--- config.mk ---
export PLATFORM = sky130hd
export DESIGN_NAME = sorted_interval_union_set
export DESIGN_NICKNAME = d
export VERILOG_FILES = /design/src/hdl/sius_pkg.sv /design/src/hdl/sius_cmp.sv /design/src/hdl/sorted_interval_union_set.sv
export SDC_FILE = /design/constraint.sdc
export NUM_CORES = 1
export LEC_CHECK = 0
export ABC_AREA = 1
export ABC_CLOCK_PERIOD_IN_PS = 5400
export BUFFER_PORTS_ARGS = -buffer_cell sky130_fd_sc_hd__buf_4
export CORE_MARGIN = 2
export CORE_UTILIZATION = 55
export DETAILED_ROUTE_END_ITERATION = 8
export GPL_ROUTABILITY_DRIVEN = 0
export PLACE_DENSITY = 0.71
export SLEW_MARGIN = 15
export SYNTH_ARGS = -nofsm -noshare
export SYNTH_HDL_FRONTEND = slang
export SYNTH_SLANG_ARGS = --single-unit
--- constraint.sdc ---
create_clock -name clk -period 5.4 [get_ports clk]
set_input_delay 0.54 -clock clk [delete_from_list [all_inputs] [get_ports clk]]
set_output_delay 0.54 -clock clk [all_outputs]
set_load 0.01 [all_outputs]
--- src/hdl/sius_pkg.sv ---
// shared types and constants for the sorted interval union set
`default_nettype none

package sius_pkg;

	localparam int MAX_SPANS_DEF  = 16;
	localparam int INDEX_BITS_DEF = 16;

	localparam logic [1:0] CMD_ADD   = 2'd0;
	localparam logic [1:0] CMD_QUERY = 2'd1;
	localparam logic [1:0] CMD_CLEAR = 2'd2;

	typedef enum logic [2:0] {
		ST_IDLE,
		ST_SCAN,
		ST_SHUP,
		ST_INS,
		ST_MERGE,
		ST_SHDN,
		ST_DONE
	} state_t;

	typedef struct packed {
		logic lt;
		logic le;
	} cmp_res_t;

endpackage

`default_nettype wire

--- src/hdl/sius_cmp.sv ---
// shared compare unit: one less-than and one less-or-equal
`default_nettype none

module sius_cmp
	import sius_pkg::*;
#(
	parameter int WIDTH = INDEX_BITS_DEF
) (
	input  logic [WIDTH-1:0] op_a,
	input  logic [WIDTH-1:0] op_b,
	input  logic [WIDTH-1:0] op_c,
	input  logic [WIDTH-1:0] op_d,
	output cmp_res_t         res
);

	assign res.lt = (op_a < op_b);
	assign res.le = (op_c <= op_d);

endmodule

`default_nettype wire

--- src/hdl/sorted_interval_union_set.sv ---
// sorted interval union set: span list memory, sequencer and output register
// an item is accepted only in idle; the stored list is walked one entry per cycle
// query: a scan pass over the stored list; clear and unused code go straight to the done state
// add: a scan pass, then a shift pass of the span memory through its single read and single
// write port; an add at a full list that overlaps no stored span is dropped after the scan pass
// a stalled output holds the sequencer in its done state until the previous result beat leaves
// arst_n empties the list and the output register; span memory content is not cleared
`default_nettype none

module sorted_interval_union_set
	import sius_pkg::*;
#(
	parameter int MAX_SPANS  = MAX_SPANS_DEF,
	parameter int INDEX_BITS = INDEX_BITS_DEF
) (
	input  logic clk,
	input  logic arst_n,
	input  logic s_tvalid,
	output logic s_tready,
	// span_a, span_b, probe_index
	input  logic [((3*INDEX_BITS+7)/8)*8-1:0] s_tdata,
	// command
	input  logic [1:0] s_tuser,
	output logic m_tvalid,
	input  logic m_tready,
	// hit, dropped, span_total
	output logic [((2+$clog2(MAX_SPANS+1)+7)/8)*8-1:0] m_tdata
);

	localparam int IB = INDEX_BITS;
	localparam int CW = $clog2(MAX_SPANS + 1);
	localparam int AW = $clog2(MAX_SPANS);
	localparam int OB = ((2 + CW + 7) / 8) * 8;
	localparam logic [CW-1:0] FULL = CW'(MAX_SPANS);

	state_t state_q, state_d;

	logic [1:0]    cmd_q, cmd_d;
	logic [IB-1:0] lo_q, lo_d, hi_q, hi_d;
	logic [IB-1:0] mlo_q, mlo_d, mhi_q, mhi_d;
	logic [CW-1:0] cnt_q, cnt_d, idx_q, idx_d;
	logic [CW-1:0] before_q, before_d, ovl_q, ovl_d;
	logic [CW-1:0] idx_m1, before_p1;
	logic [AW-1:0] wa_q, wa_d;
	logic          pend_q, pend_d;
	logic          hit_q, hit_d, drop_q, drop_d;
	logic          load_out;

	logic          m_tvalid_q, out_hit_q, out_drop_q;
	logic [CW-1:0] out_cnt_q;

	logic [2*IB-1:0] mem_q [MAX_SPANS];
	logic [2*IB-1:0] rd_data_q, wr_data;
	logic [AW-1:0]   rd_addr, wr_addr;
	logic            rd_en, wr_en;

	logic [IB-1:0] in_a, in_b, in_p, e_lo, e_hi;
	logic [IB-1:0] op_a, op_b, op_c, op_d;
	logic [IB-1:0] new_lo, new_hi;
	cmp_res_t      cmp;

	assign in_a = s_tdata[IB-1:0];
	assign in_b = s_tdata[2*IB-1:IB];
	assign in_p = s_tdata[3*IB-1:2*IB];
	assign e_lo = rd_data_q[IB-1:0];
	assign e_hi = rd_data_q[2*IB-1:IB];

	assign idx_m1    = idx_q - 1'b1;
	assign before_p1 = before_q + 1'b1;

	// operand select for the shared compare unit
	always_comb begin
		op_a = e_hi;
		op_b = lo_q;
		op_c = e_lo;
		op_d = hi_q;
		case (state_q)
			ST_IDLE: begin
				op_a = in_b;
				op_b = in_a;
				op_c = in_b;
				op_d = in_a;
			end
			ST_MERGE: begin
				op_a = mlo_q;
				op_b = lo_q;
				op_c = hi_q;
				op_d = mhi_q;
			end
			default: ;
		endcase
	end

	sius_cmp #(
		.WIDTH(IB)
	) u_cmp (
		.op_a(op_a),
		.op_b(op_b),
		.op_c(op_c),
		.op_d(op_d),
		.res (cmp)
	);

	assign new_lo = cmp.lt ? mlo_q : lo_q;
	assign new_hi = cmp.le ? mhi_q : hi_q;

	always_ff @(posedge clk or negedge arst_n) begin
		if (!arst_n) begin
			state_q    <= ST_IDLE;
			cnt_q      <= '0;
			pend_q     <= 1'b0;
			m_tvalid_q <= 1'b0;
		end else begin
			state_q <= state_d;
			cnt_q   <= cnt_d;
			pend_q  <= pend_d;
			if (load_out) begin
				m_tvalid_q <= 1'b1;
			end else if (m_tready) begin
				m_tvalid_q <= 1'b0;
			end
		end
	end

	always_ff @(posedge clk) begin
		cmd_q    <= cmd_d;
		lo_q     <= lo_d;
		hi_q     <= hi_d;
		mlo_q    <= mlo_d;
		mhi_q    <= mhi_d;
		idx_q    <= idx_d;
		before_q <= before_d;
		ovl_q    <= ovl_d;
		wa_q     <= wa_d;
		hit_q    <= hit_d;
		drop_q   <= drop_d;
		if (load_out) begin
			out_hit_q  <= hit_q;
			out_drop_q <= drop_q;
			out_cnt_q  <= cnt_q;
		end
	end

	// span memory, registered read
	always_ff @(posedge clk) begin
		if (wr_en) begin
			mem_q[wr_addr] <= wr_data;
		end
		if (rd_en) begin
			rd_data_q <= mem_q[rd_addr];
		end
	end

	always_comb begin
		state_d  = state_q;
		cmd_d    = cmd_q;
		lo_d     = lo_q;
		hi_d     = hi_q;
		mlo_d    = mlo_q;
		mhi_d    = mhi_q;
		cnt_d    = cnt_q;
		idx_d    = idx_q;
		before_d = before_q;
		ovl_d    = ovl_q;
		wa_d     = wa_q;
		hit_d    = hit_q;
		drop_d   = drop_q;
		pend_d   = 1'b0;
		rd_en    = 1'b0;
		rd_addr  = idx_q[AW-1:0];
		wr_en    = 1'b0;
		wr_addr  = wa_q;
		wr_data  = rd_data_q;
		load_out = 1'b0;
		s_tready = 1'b0;
		unique case (state_q)
			ST_IDLE: begin
				s_tready = 1'b1;
				if (s_tvalid) begin
					cmd_d    = s_tuser;
					idx_d    = '0;
					before_d = '0;
					ovl_d    = '0;
					hit_d    = 1'b0;
					drop_d   = 1'b0;
					if (s_tuser == CMD_QUERY) begin
						lo_d = in_p;
						hi_d = in_p;
					end else begin
						lo_d = cmp.lt ? in_b : in_a;
						hi_d = cmp.lt ? in_a : in_b;
					end
					case (s_tuser) inside
						CMD_ADD, CMD_QUERY: state_d = ST_SCAN;
						CMD_CLEAR: begin
							cnt_d   = '0;
							state_d = ST_DONE;
						end
						default: state_d = ST_DONE;
					endcase
				end
			end
			ST_SCAN: begin
				if (idx_q < cnt_q) begin
					rd_en  = 1'b1;
					idx_d  = idx_q + 1'b1;
					pend_d = 1'b1;
				end
				if (pend_q) begin
					if (cmd_q == CMD_QUERY) begin
						if (!cmp.lt && cmp.le) begin
							hit_d = 1'b1;
						end
					end else if (cmp.lt) begin
						before_d = before_p1;
					end else if (cmp.le) begin
						if (ovl_q == '0) begin
							mlo_d = e_lo;
						end
						mhi_d = e_hi;
						ovl_d = ovl_q + 1'b1;
					end
				end
				if (idx_q == cnt_q && !pend_q) begin
					if (cmd_q == CMD_QUERY) begin
						state_d = ST_DONE;
					end else if (ovl_q != '0) begin
						state_d = ST_MERGE;
					end else if (cnt_q == FULL) begin
						drop_d  = 1'b1;
						state_d = ST_DONE;
					end else begin
						wa_d    = cnt_q[AW-1:0];
						state_d = ST_SHUP;
					end
				end
			end
			// open a slot: move entries at and above the insert point up by one
			ST_SHUP: begin
				if (idx_q > before_q) begin
					rd_en   = 1'b1;
					rd_addr = idx_m1[AW-1:0];
					idx_d   = idx_m1;
					pend_d  = 1'b1;
				end
				if (pend_q) begin
					wr_en = 1'b1;
					wa_d  = wa_q - 1'b1;
				end
				if (idx_q == before_q && !pend_q) begin
					state_d = ST_INS;
				end
			end
			ST_INS: begin
				wr_en   = 1'b1;
				wr_addr = before_q[AW-1:0];
				wr_data = {hi_q, lo_q};
				cnt_d   = cnt_q + 1'b1;
				state_d = ST_DONE;
			end
			ST_MERGE: begin
				wr_en   = 1'b1;
				wr_addr = before_q[AW-1:0];
				wr_data = {new_hi, new_lo};
				idx_d   = before_q + ovl_q;
				wa_d    = before_p1[AW-1:0];
				state_d = ST_SHDN;
			end
			// close the gap left by absorbed spans
			ST_SHDN: begin
				if (idx_q < cnt_q) begin
					rd_en  = 1'b1;
					idx_d  = idx_q + 1'b1;
					pend_d = 1'b1;
				end
				if (pend_q) begin
					wr_en = 1'b1;
					wa_d  = wa_q + 1'b1;
				end
				if (idx_q == cnt_q && !pend_q) begin
					cnt_d   = cnt_q - ovl_q + 1'b1;
					state_d = ST_DONE;
				end
			end
			ST_DONE: begin
				if (!m_tvalid_q || m_tready) begin
					load_out = 1'b1;
					state_d  = ST_IDLE;
				end
			end
			default: state_d = ST_IDLE;
		endcase
	end

	assign m_tvalid = m_tvalid_q;
	assign m_tdata  = OB'({out_cnt_q, out_drop_q, out_hit_q});

	a_drop_only_full: assert property (@(posedge clk) disable iff (!arst_n)
		(state_q == ST_DONE && drop_q) |-> (cnt_q == FULL))
		else $error("span dropped while list not full");

	a_hit_drop_excl: assert property (@(posedge clk) disable iff (!arst_n)
		m_tvalid |-> !(out_hit_q && out_drop_q))
		else $error("hit and dropped both set in one beat");

	a_scan_keeps_cnt: assert property (@(posedge clk) disable iff (!arst_n)
		(state_q == ST_SCAN) |=> (cnt_q == $past(cnt_q)))
		else $error("span count changed during scan");

endmodule

`default_nettype wire
==> summary.txt, run 1 <==
Timing
  • Slew margin rel.: 19.5%
  • Fin. Hold Viols: 0
  • Final period util: 81.6%
  • Clk_skew: 0.0216 ns
  • RSZ-0062 raised after global routing: no
  • Minimum clock period: 4.41 ns
  • Max-slew violation count: 0
  • Fmax: 227 MHz
  • Worst slew pin tran: 1.21 ns
  • Final TNS setup: 0 ns
  • Setup violators final: 0

Route
  • Total wire length: 83400 um
  • Vias per Instance: 6.00
  • Vias: 23200
  • DRC Markers: 0
  • Drt wl/cell: 21.5 um
  • DRT Pass-1 Iters: 7
  • Starting DRT DRC Count: 3185
  • Post-DRT Antenna Nets: 0

Setup path
  • CP arrival: 4.54 ns
  • Cell mode on critical path: nand2_1
  • Critical path required time: 5.54 ns
  • Crit. End Element: flop
  • Worst-path maximum fanout: 44
  • Kind of cell adding the most delay to the critical path: simple AND/OR/NAND/NOR gates
  • Largest stage delay, worst path: 0.48 ns
  • Critical path class: reg -> reg
  • Count of buffer and inverter cells on the critical path: 4
  • CP max stage cell: nand3_1
  • CP cell instances: inv_2 -> nand2_1 -> buf_12 -> nor2_1 -> a221oi_1 -> ha_1 -> nand2_1 -> inv_1 -> nand3_1 -> a31oi_1 -> nor3_1 -> nand3_1 -> nand2_1 -> buf_4 -> o21ai_0 -> nand2_1 -> nand3_1
  • Crit start category: flop

Clocking
  • CTS sink cnt: 648
  • H-tree Lvls: 3
  • Worst-skew pair later-pin latency: 0.61 ns
  • Clock transition at path regs: 0.07 ns
  • CTS tree: yes
  • Clk buf depth: 3
  • Inserted Clock Buffers: 67
  • Root Buffer: clkbuf_16

Yosys
  • Sequential-to-total area share from yosys stat: 63.4%
  • Async set-reset flop share out of synthesis: 1.54%
  • Synth Instances: 3070
  • Top cell type's share of synthesized area: 62.6%
  • Avg Inst Size Synth: 9.97 sq um
  • Synth area leaders: edfxtp_1 63%, nand2_1 13%, nand3_1 9.5%, ha_1 2.5%, inv_1 2.1%
  • Most frequent cell after synthesis: nand2_1
  • Unique cell type count in the Yosys netlist: 45
  • Synthesis warning total: 0
  • Syn Nets: 3188
  • Post-synth EDFFs: 638
  • Area leader, netlist: edfxtp_1
  • Yosys reg bits: 648
  • Synth Cell Area: 30600 sq um
  • Post-synth top cells: 1081 x nand2_1, 638 x edfxtp_1, 579 x nand3_1
  • Top_reg_cell synth: edfxtp_1

Global routing
  • First-pass GRT wire length: 126000 um
  • Initial antenna violation count: 0
  • Number of global-route vias before repair: 21900
  • Largest net degree at the start of global routing: 190
  • GRT Util Overall: 29.0%
  • Congestion Overflow GR: 0

Floorplan
  • Die area: 57500 sq um
  • Initial Utilization: 55.5%
  • IO Pins: 64
  • Row cnt: 86
  • Die Span X: 240 um
  • Die H: 240 um
  • CORE AREA: 55100 sq um

Job
  • Max cap viols: 0

Placement
  • IO buf count: 62
  • Placed Area: 31900 sq um
  • Detailed Place HPWL: 47800 um

Finish
  • Fin nets: 3191
  • Design area: 33900 sq um
  • Layout area overhead: 10.7%
  • Fill count: 4359
  • Layout cells sized above 1: 7.94%
  • # diodes: 0

Outcome
  • Status: finished clean

Worst hold path
  • Worst min path class: in -> reg
==> worst paths after layout <==
kind | from | end | slack, ns | cells after the start
min | s_tuser[0] | cmd_q[0] | 0.13 | 1
max reg2reg | state_q[2] | mem_q[0][28] | 0.99 | 17
max in group asynchronous | arst_n | m_tvalid | 4.94 | 2
max | state_q[2] | mem_q[0][28] | 0.99 | 17
min reg2reg | drop_q | out_drop_q | 0.43 | 0
min in group asynchronous | arst_n | pend_q | 0.30 | 2
==> state kept, by name, indices dropped and copies added, names as in the netlist <==
register / count
wa_q: 4
lo_q: 16
mem_q: 512
state_q: 3
mhi_q: 16
out_cnt_q: 5
hit_q: 1
out_hit_q: 1
pend_q: 1
before_q: 5
ovl_q: 5
drop_q: 1
out_drop_q: 1
cnt_q: 5
m_tvalid: 1
hi_q: 16
mlo_q: 16
cmd_q: 2
idx_q: 5
rd_data_q: 32
==> cell usage in the layout (no fill, tap or decap), types with 10 or more instances in the layout <==
cell / instances
nand2_1: 1078
clkbuf_16: 69
a21oi_1: 59
nand4_1: 11
ha_1: 61
nor2_1: 47
dfrtp_1: 10
nor2_4: 19
clkinv_2: 10
clkinv_1: 14
o221ai_1: 10
edfxtp_1: 638
o21ai_0: 87
clkbuf_1: 24
nand3_1: 579
inv_1: 174
buf_4: 110
a221oi_1: 15
==> worst register-to-register path: stages (launching register included) <==
cell and delay (ns):
dfrtp_1 0.44, inv_2 0.43, nand2_1 0.31, buf_12 0.26
nor2_1 0.21, a221oi_1 0.08, ha_1 0.33, nand2_1 0.08
inv_1 0.06, nand3_1 0.06, a31oi_1 0.08, nor3_1 0.26
nand3_1 0.19, nand2_1 0.10, buf_4 0.32, o21ai_0 0.16
nand2_1 0.08, nand3_1 0.48
==> final cells by class <==
cell class                      instances  area, sq um  area share [%]
Multi-Input combinational cell       2054         9880            29.2
Clock buffer                           93         1820            5.36
Tap cell                              748          936            2.76
Sequential cell                       648        19400            57.3
Inverter                              186          704            2.08
Timing Repair Buffer                  116          936            2.76
Clock inverter                         27          185           0.547
==> cells by family after synthesis <==
logic type               share of synthesized area [%]
AO/OA/AOI/OAI                                     4.24
buffers and inverters                             5.01
multiplexers                                    0.0327
adder cells (fa/ha/maj)                           2.69
XOR/XNOR                                         0.401
other                                           0.0123
AND/OR/NAND/NOR                                   24.2
flip-flops                                        63.4
==> repair_timing <==
action	4_1_cts	5_1_grt
setup buffers	0	0
gates resized for setup	0	0
endpoints found under the hold margin	10	0
hold buffers	1	0
==> layer usage <==
metal  vias up  track usage, %  part of all wire [%]
met3       189            4.78                    12
met1     11000            41.5                    40
met5         -               0                     0
met4         0            11.7                   3.3
li1      10600               -                     -
met2      1514            44.3                    45
==> stage by stage <==
stage               worst slack, ns  hold WS [ns]  instances  util, %
floorplan                     0.891         0.244       3070        -
global placement               1.17         0.379       3751     57.8
detailed placement             1.10         0.382       3751     57.8
CTS                            1.08         0.110       3872     61.5
global route                  0.693         0.129       3872     61.5
finish                        0.994         0.130       3872     61.5
Power of run 1 is left out: the tool's default activity adds up to more than one toggle a clock period on the data nets, which glitch-free logic cannot reach.
==> inputs of run 2 (changes only) <==
--- a/config.mk
+++ b/config.mk
@@ -6,13 +6,13 @@
 export NUM_CORES = 1
 export LEC_CHECK = 0
 export ABC_AREA = 1
-export ABC_CLOCK_PERIOD_IN_PS = 5400
+export ABC_CLOCK_PERIOD_IN_PS = 3750
 export BUFFER_PORTS_ARGS = -buffer_cell sky130_fd_sc_hd__buf_4
 export CORE_MARGIN = 2
 export CORE_UTILIZATION = 55
 export DETAILED_ROUTE_END_ITERATION = 8
 export GPL_ROUTABILITY_DRIVEN = 0
-export PLACE_DENSITY = 0.71
+export PLACE_DENSITY = 0.74
 export SLEW_MARGIN = 15
 export SYNTH_ARGS = -nofsm -noshare
 export SYNTH_HDL_FRONTEND = slang
==> constraint.sdc (replaced) <==
create_clock -name clk -period 3.75 [get_ports clk]
set_input_delay 0.375 -clock clk [delete_from_list [all_inputs] [get_ports clk]]
set_output_delay 0.375 -clock clk [all_outputs]
set_load 0.01 [all_outputs]
==> run 2 against run 1 <==
Non-clock buffer count rose by 46. First-iteration DRC count rose by 0.91%. Routed wire length rose by 1.4%. Via count rose by 2.5%. Final cell count rose by 1.3%. Critical path depth fell by 6. Register-to-register slack got worse by 0.85 ns. Hold slack got worse by 0.092 ns. Maximum frequency rose by 22%. Cell area rose by 3.0%. Critical endpoint is now mem_q[2][27].
==> summary.txt, run 2 (synthesis gave the netlist of run 1 again) <==
Timing
  • Final TNS setup: 0 ns
  • Minimum clock period: 3.60 ns
  • Slew margin rel.: 42.8%
  • Worst slew pin tran: 0.858 ns
  • Setup violators final: 0
  • Final period util: 96.1%
  • RSZ-0062 raised after global routing: no
  • Fmax: 278 MHz
  • WHS: 0.0372 ns
  • Clk_skew: 0.0214 ns
  • Max-slew violation count: 0
  • Fin. Hold Viols: 0
  • Setup WS post-layout: 0.147 ns

Route
  • Drt wl/cell: 21.6 um
  • Vias per Instance: 6.07
  • Post-DRT Antenna Nets: 0
  • DRC Markers: 0
  • Vias: 23800
  • Total wire length: 84600 um
  • Starting DRT DRC Count: 3214
  • DRT Pass-1 Iters: 6

Setup path
  • WP depth: 11
  • Critical path class: reg -> reg
  • CP arrival: 3.92 ns
  • CP max stage cell: nor2_4
  • CP cell instances: nor2_4 -> inv_2 -> nor2_4 -> buf_12 -> buf_4 -> nor2_2 -> inv_2 -> o21ai_0 -> nand2_1 -> nor2_4 -> buf_12
  • Critical path required time: 4.06 ns
  • Critical Path Sink: mem_q[2][27]
  • Internal reg-to-reg setup slack: 0.15 ns
  • Crit start category: flop
  • Crit. End Element: flop
  • CP startpoint: state_q[0]
  • Cell mode on critical path: nor2_4
  • Count of buffer and inverter cells on the critical path: 5
  • Reg2reg start: state_q[0]
  • RR Endpoint: mem_q[2][27]
  • Kind of cell adding the most delay to the critical path: simple AND/OR/NAND/NOR gates
  • Worst-path maximum fanout: 35
  • Largest stage delay, worst path: 0.59 ns
  • Worst Reg-to-Reg Cells: 11

Global routing
  • GRT Util Overall: 29.5%
  • Congestion Overflow GR: 0
  • Initial antenna violation count: 1
  • First-pass GRT wire length: 129000 um
  • Number of global-route vias before repair: 22600
  • Largest net degree at the start of global routing: 146

Placement
  • Placement Setup Slack: 0.194 ns
  • IO buf count: 62
  • Detailed Place HPWL: 49300 um

Floorplan
  • Row cnt: 86
  • Die H: 240 um
  • Initial Utilization: 55.5%
  • IO Pins: 64
  • CORE AREA: 55100 sq um
  • Die area: 57500 sq um
  • Die Span X: 240 um

Finish
  • Layout area overhead: 14.1%
  • Layout cells sized above 1: 10.2%
  • Number of flip-flops in the largest register: 512
  • Top flop regs: mem_q x512, rd_data_q x32
  • Commonest non-fill, non-tap cell in the layout: nand2_1
  • Biggest register: mem_q
  • Most frequent cells in the layout: 1062 x nand2_1, 638 x edfxtp_1, 577 x nand3_1, 174 x inv_1, 122 x buf_4
  • # diodes: 0
  • Fill count: 4167
  • Fin util: 63.3%
  • Fin nets: 3238

Clocking
  • H-tree Lvls: 3
  • Worst-skew pair later-pin latency: 0.62 ns
  • Post CTS Setup Buffer Count: 0
  • Inserted Clock Buffers: 68
  • Root Buffer: clkbuf_16
  • Clock transition at path regs: 0.06 ns
  • Clk buf depth: 3
  • CTS tree: yes
  • CTS sink cnt: 648

Outcome
  • Status: finished clean

Worst hold path
  • Worst min path class: in -> reg
  • HP Start: m_tready

Job
  • Max cap viols: 0
run 2: worst reg2reg max path, stage by stage, from the launching register on:
cell and delay, ns:
dfrtp_1 0.43, nor2_4 0.06, inv_2 0.12, nor2_4 0.06, buf_12 0.17, buf_4 0.24
nor2_2 0.32, inv_2 0.16, o21ai_0 0.49, nand2_1 0.40, nor2_4 0.59, buf_12 0.26
run 2: how the worst min path moves through the flow:
stage                          end  slack (ns)  depth (start not counted)
after floorplan           cnt_q[0]        0.08                          0
after global placement    cnt_q[3]        0.21                          1
after detailed placement  cnt_q[1]        0.22                          1
after CTS                 m_tvalid        0.01                          4
after global routing      m_tvalid        0.06                          4
final                     m_tvalid        0.04                          4
run 2: repair_timing:
action	in CTS	in global routing
endpoints found under the setup margin	0	333
gates resized for setup	0	22
hold buffers	3	0
hold endpoints to repair	12	0
run 2: area by class of cell:
type,instances,area [sq um],share of cell area [%]
multi-input cells,2054,9950,28.5
well taps,748,936,2.68
clock buffers,82,1820,5.21
repair buffers,162,1680,4.82
flip-flops and latches,648,19400,55.6
clock inverters,41,407,1.17
inverters,186,701,2.01
run 2: routing by layer:
metal | routed length [um] | up-vias | GRT usage, %
li1 | - | 10700 | -
met1 | 32200 | 11400 | 40.8
met2 | 38800 | 1567 | 45.8
met3 | 10700 | 212 | 5.69
met4 | 2880 | 0 | 12.4
met5 | 0 | - | 0
run 2: stage by stage:
step	area (sq um)	std cells
finish	34900	3921
global route	34900	3921
CTS	34800	3921
detailed placement	32600	3795
global placement	32600	3795
floorplan	30600	3070
Power of run 2 is left out for the same reason.
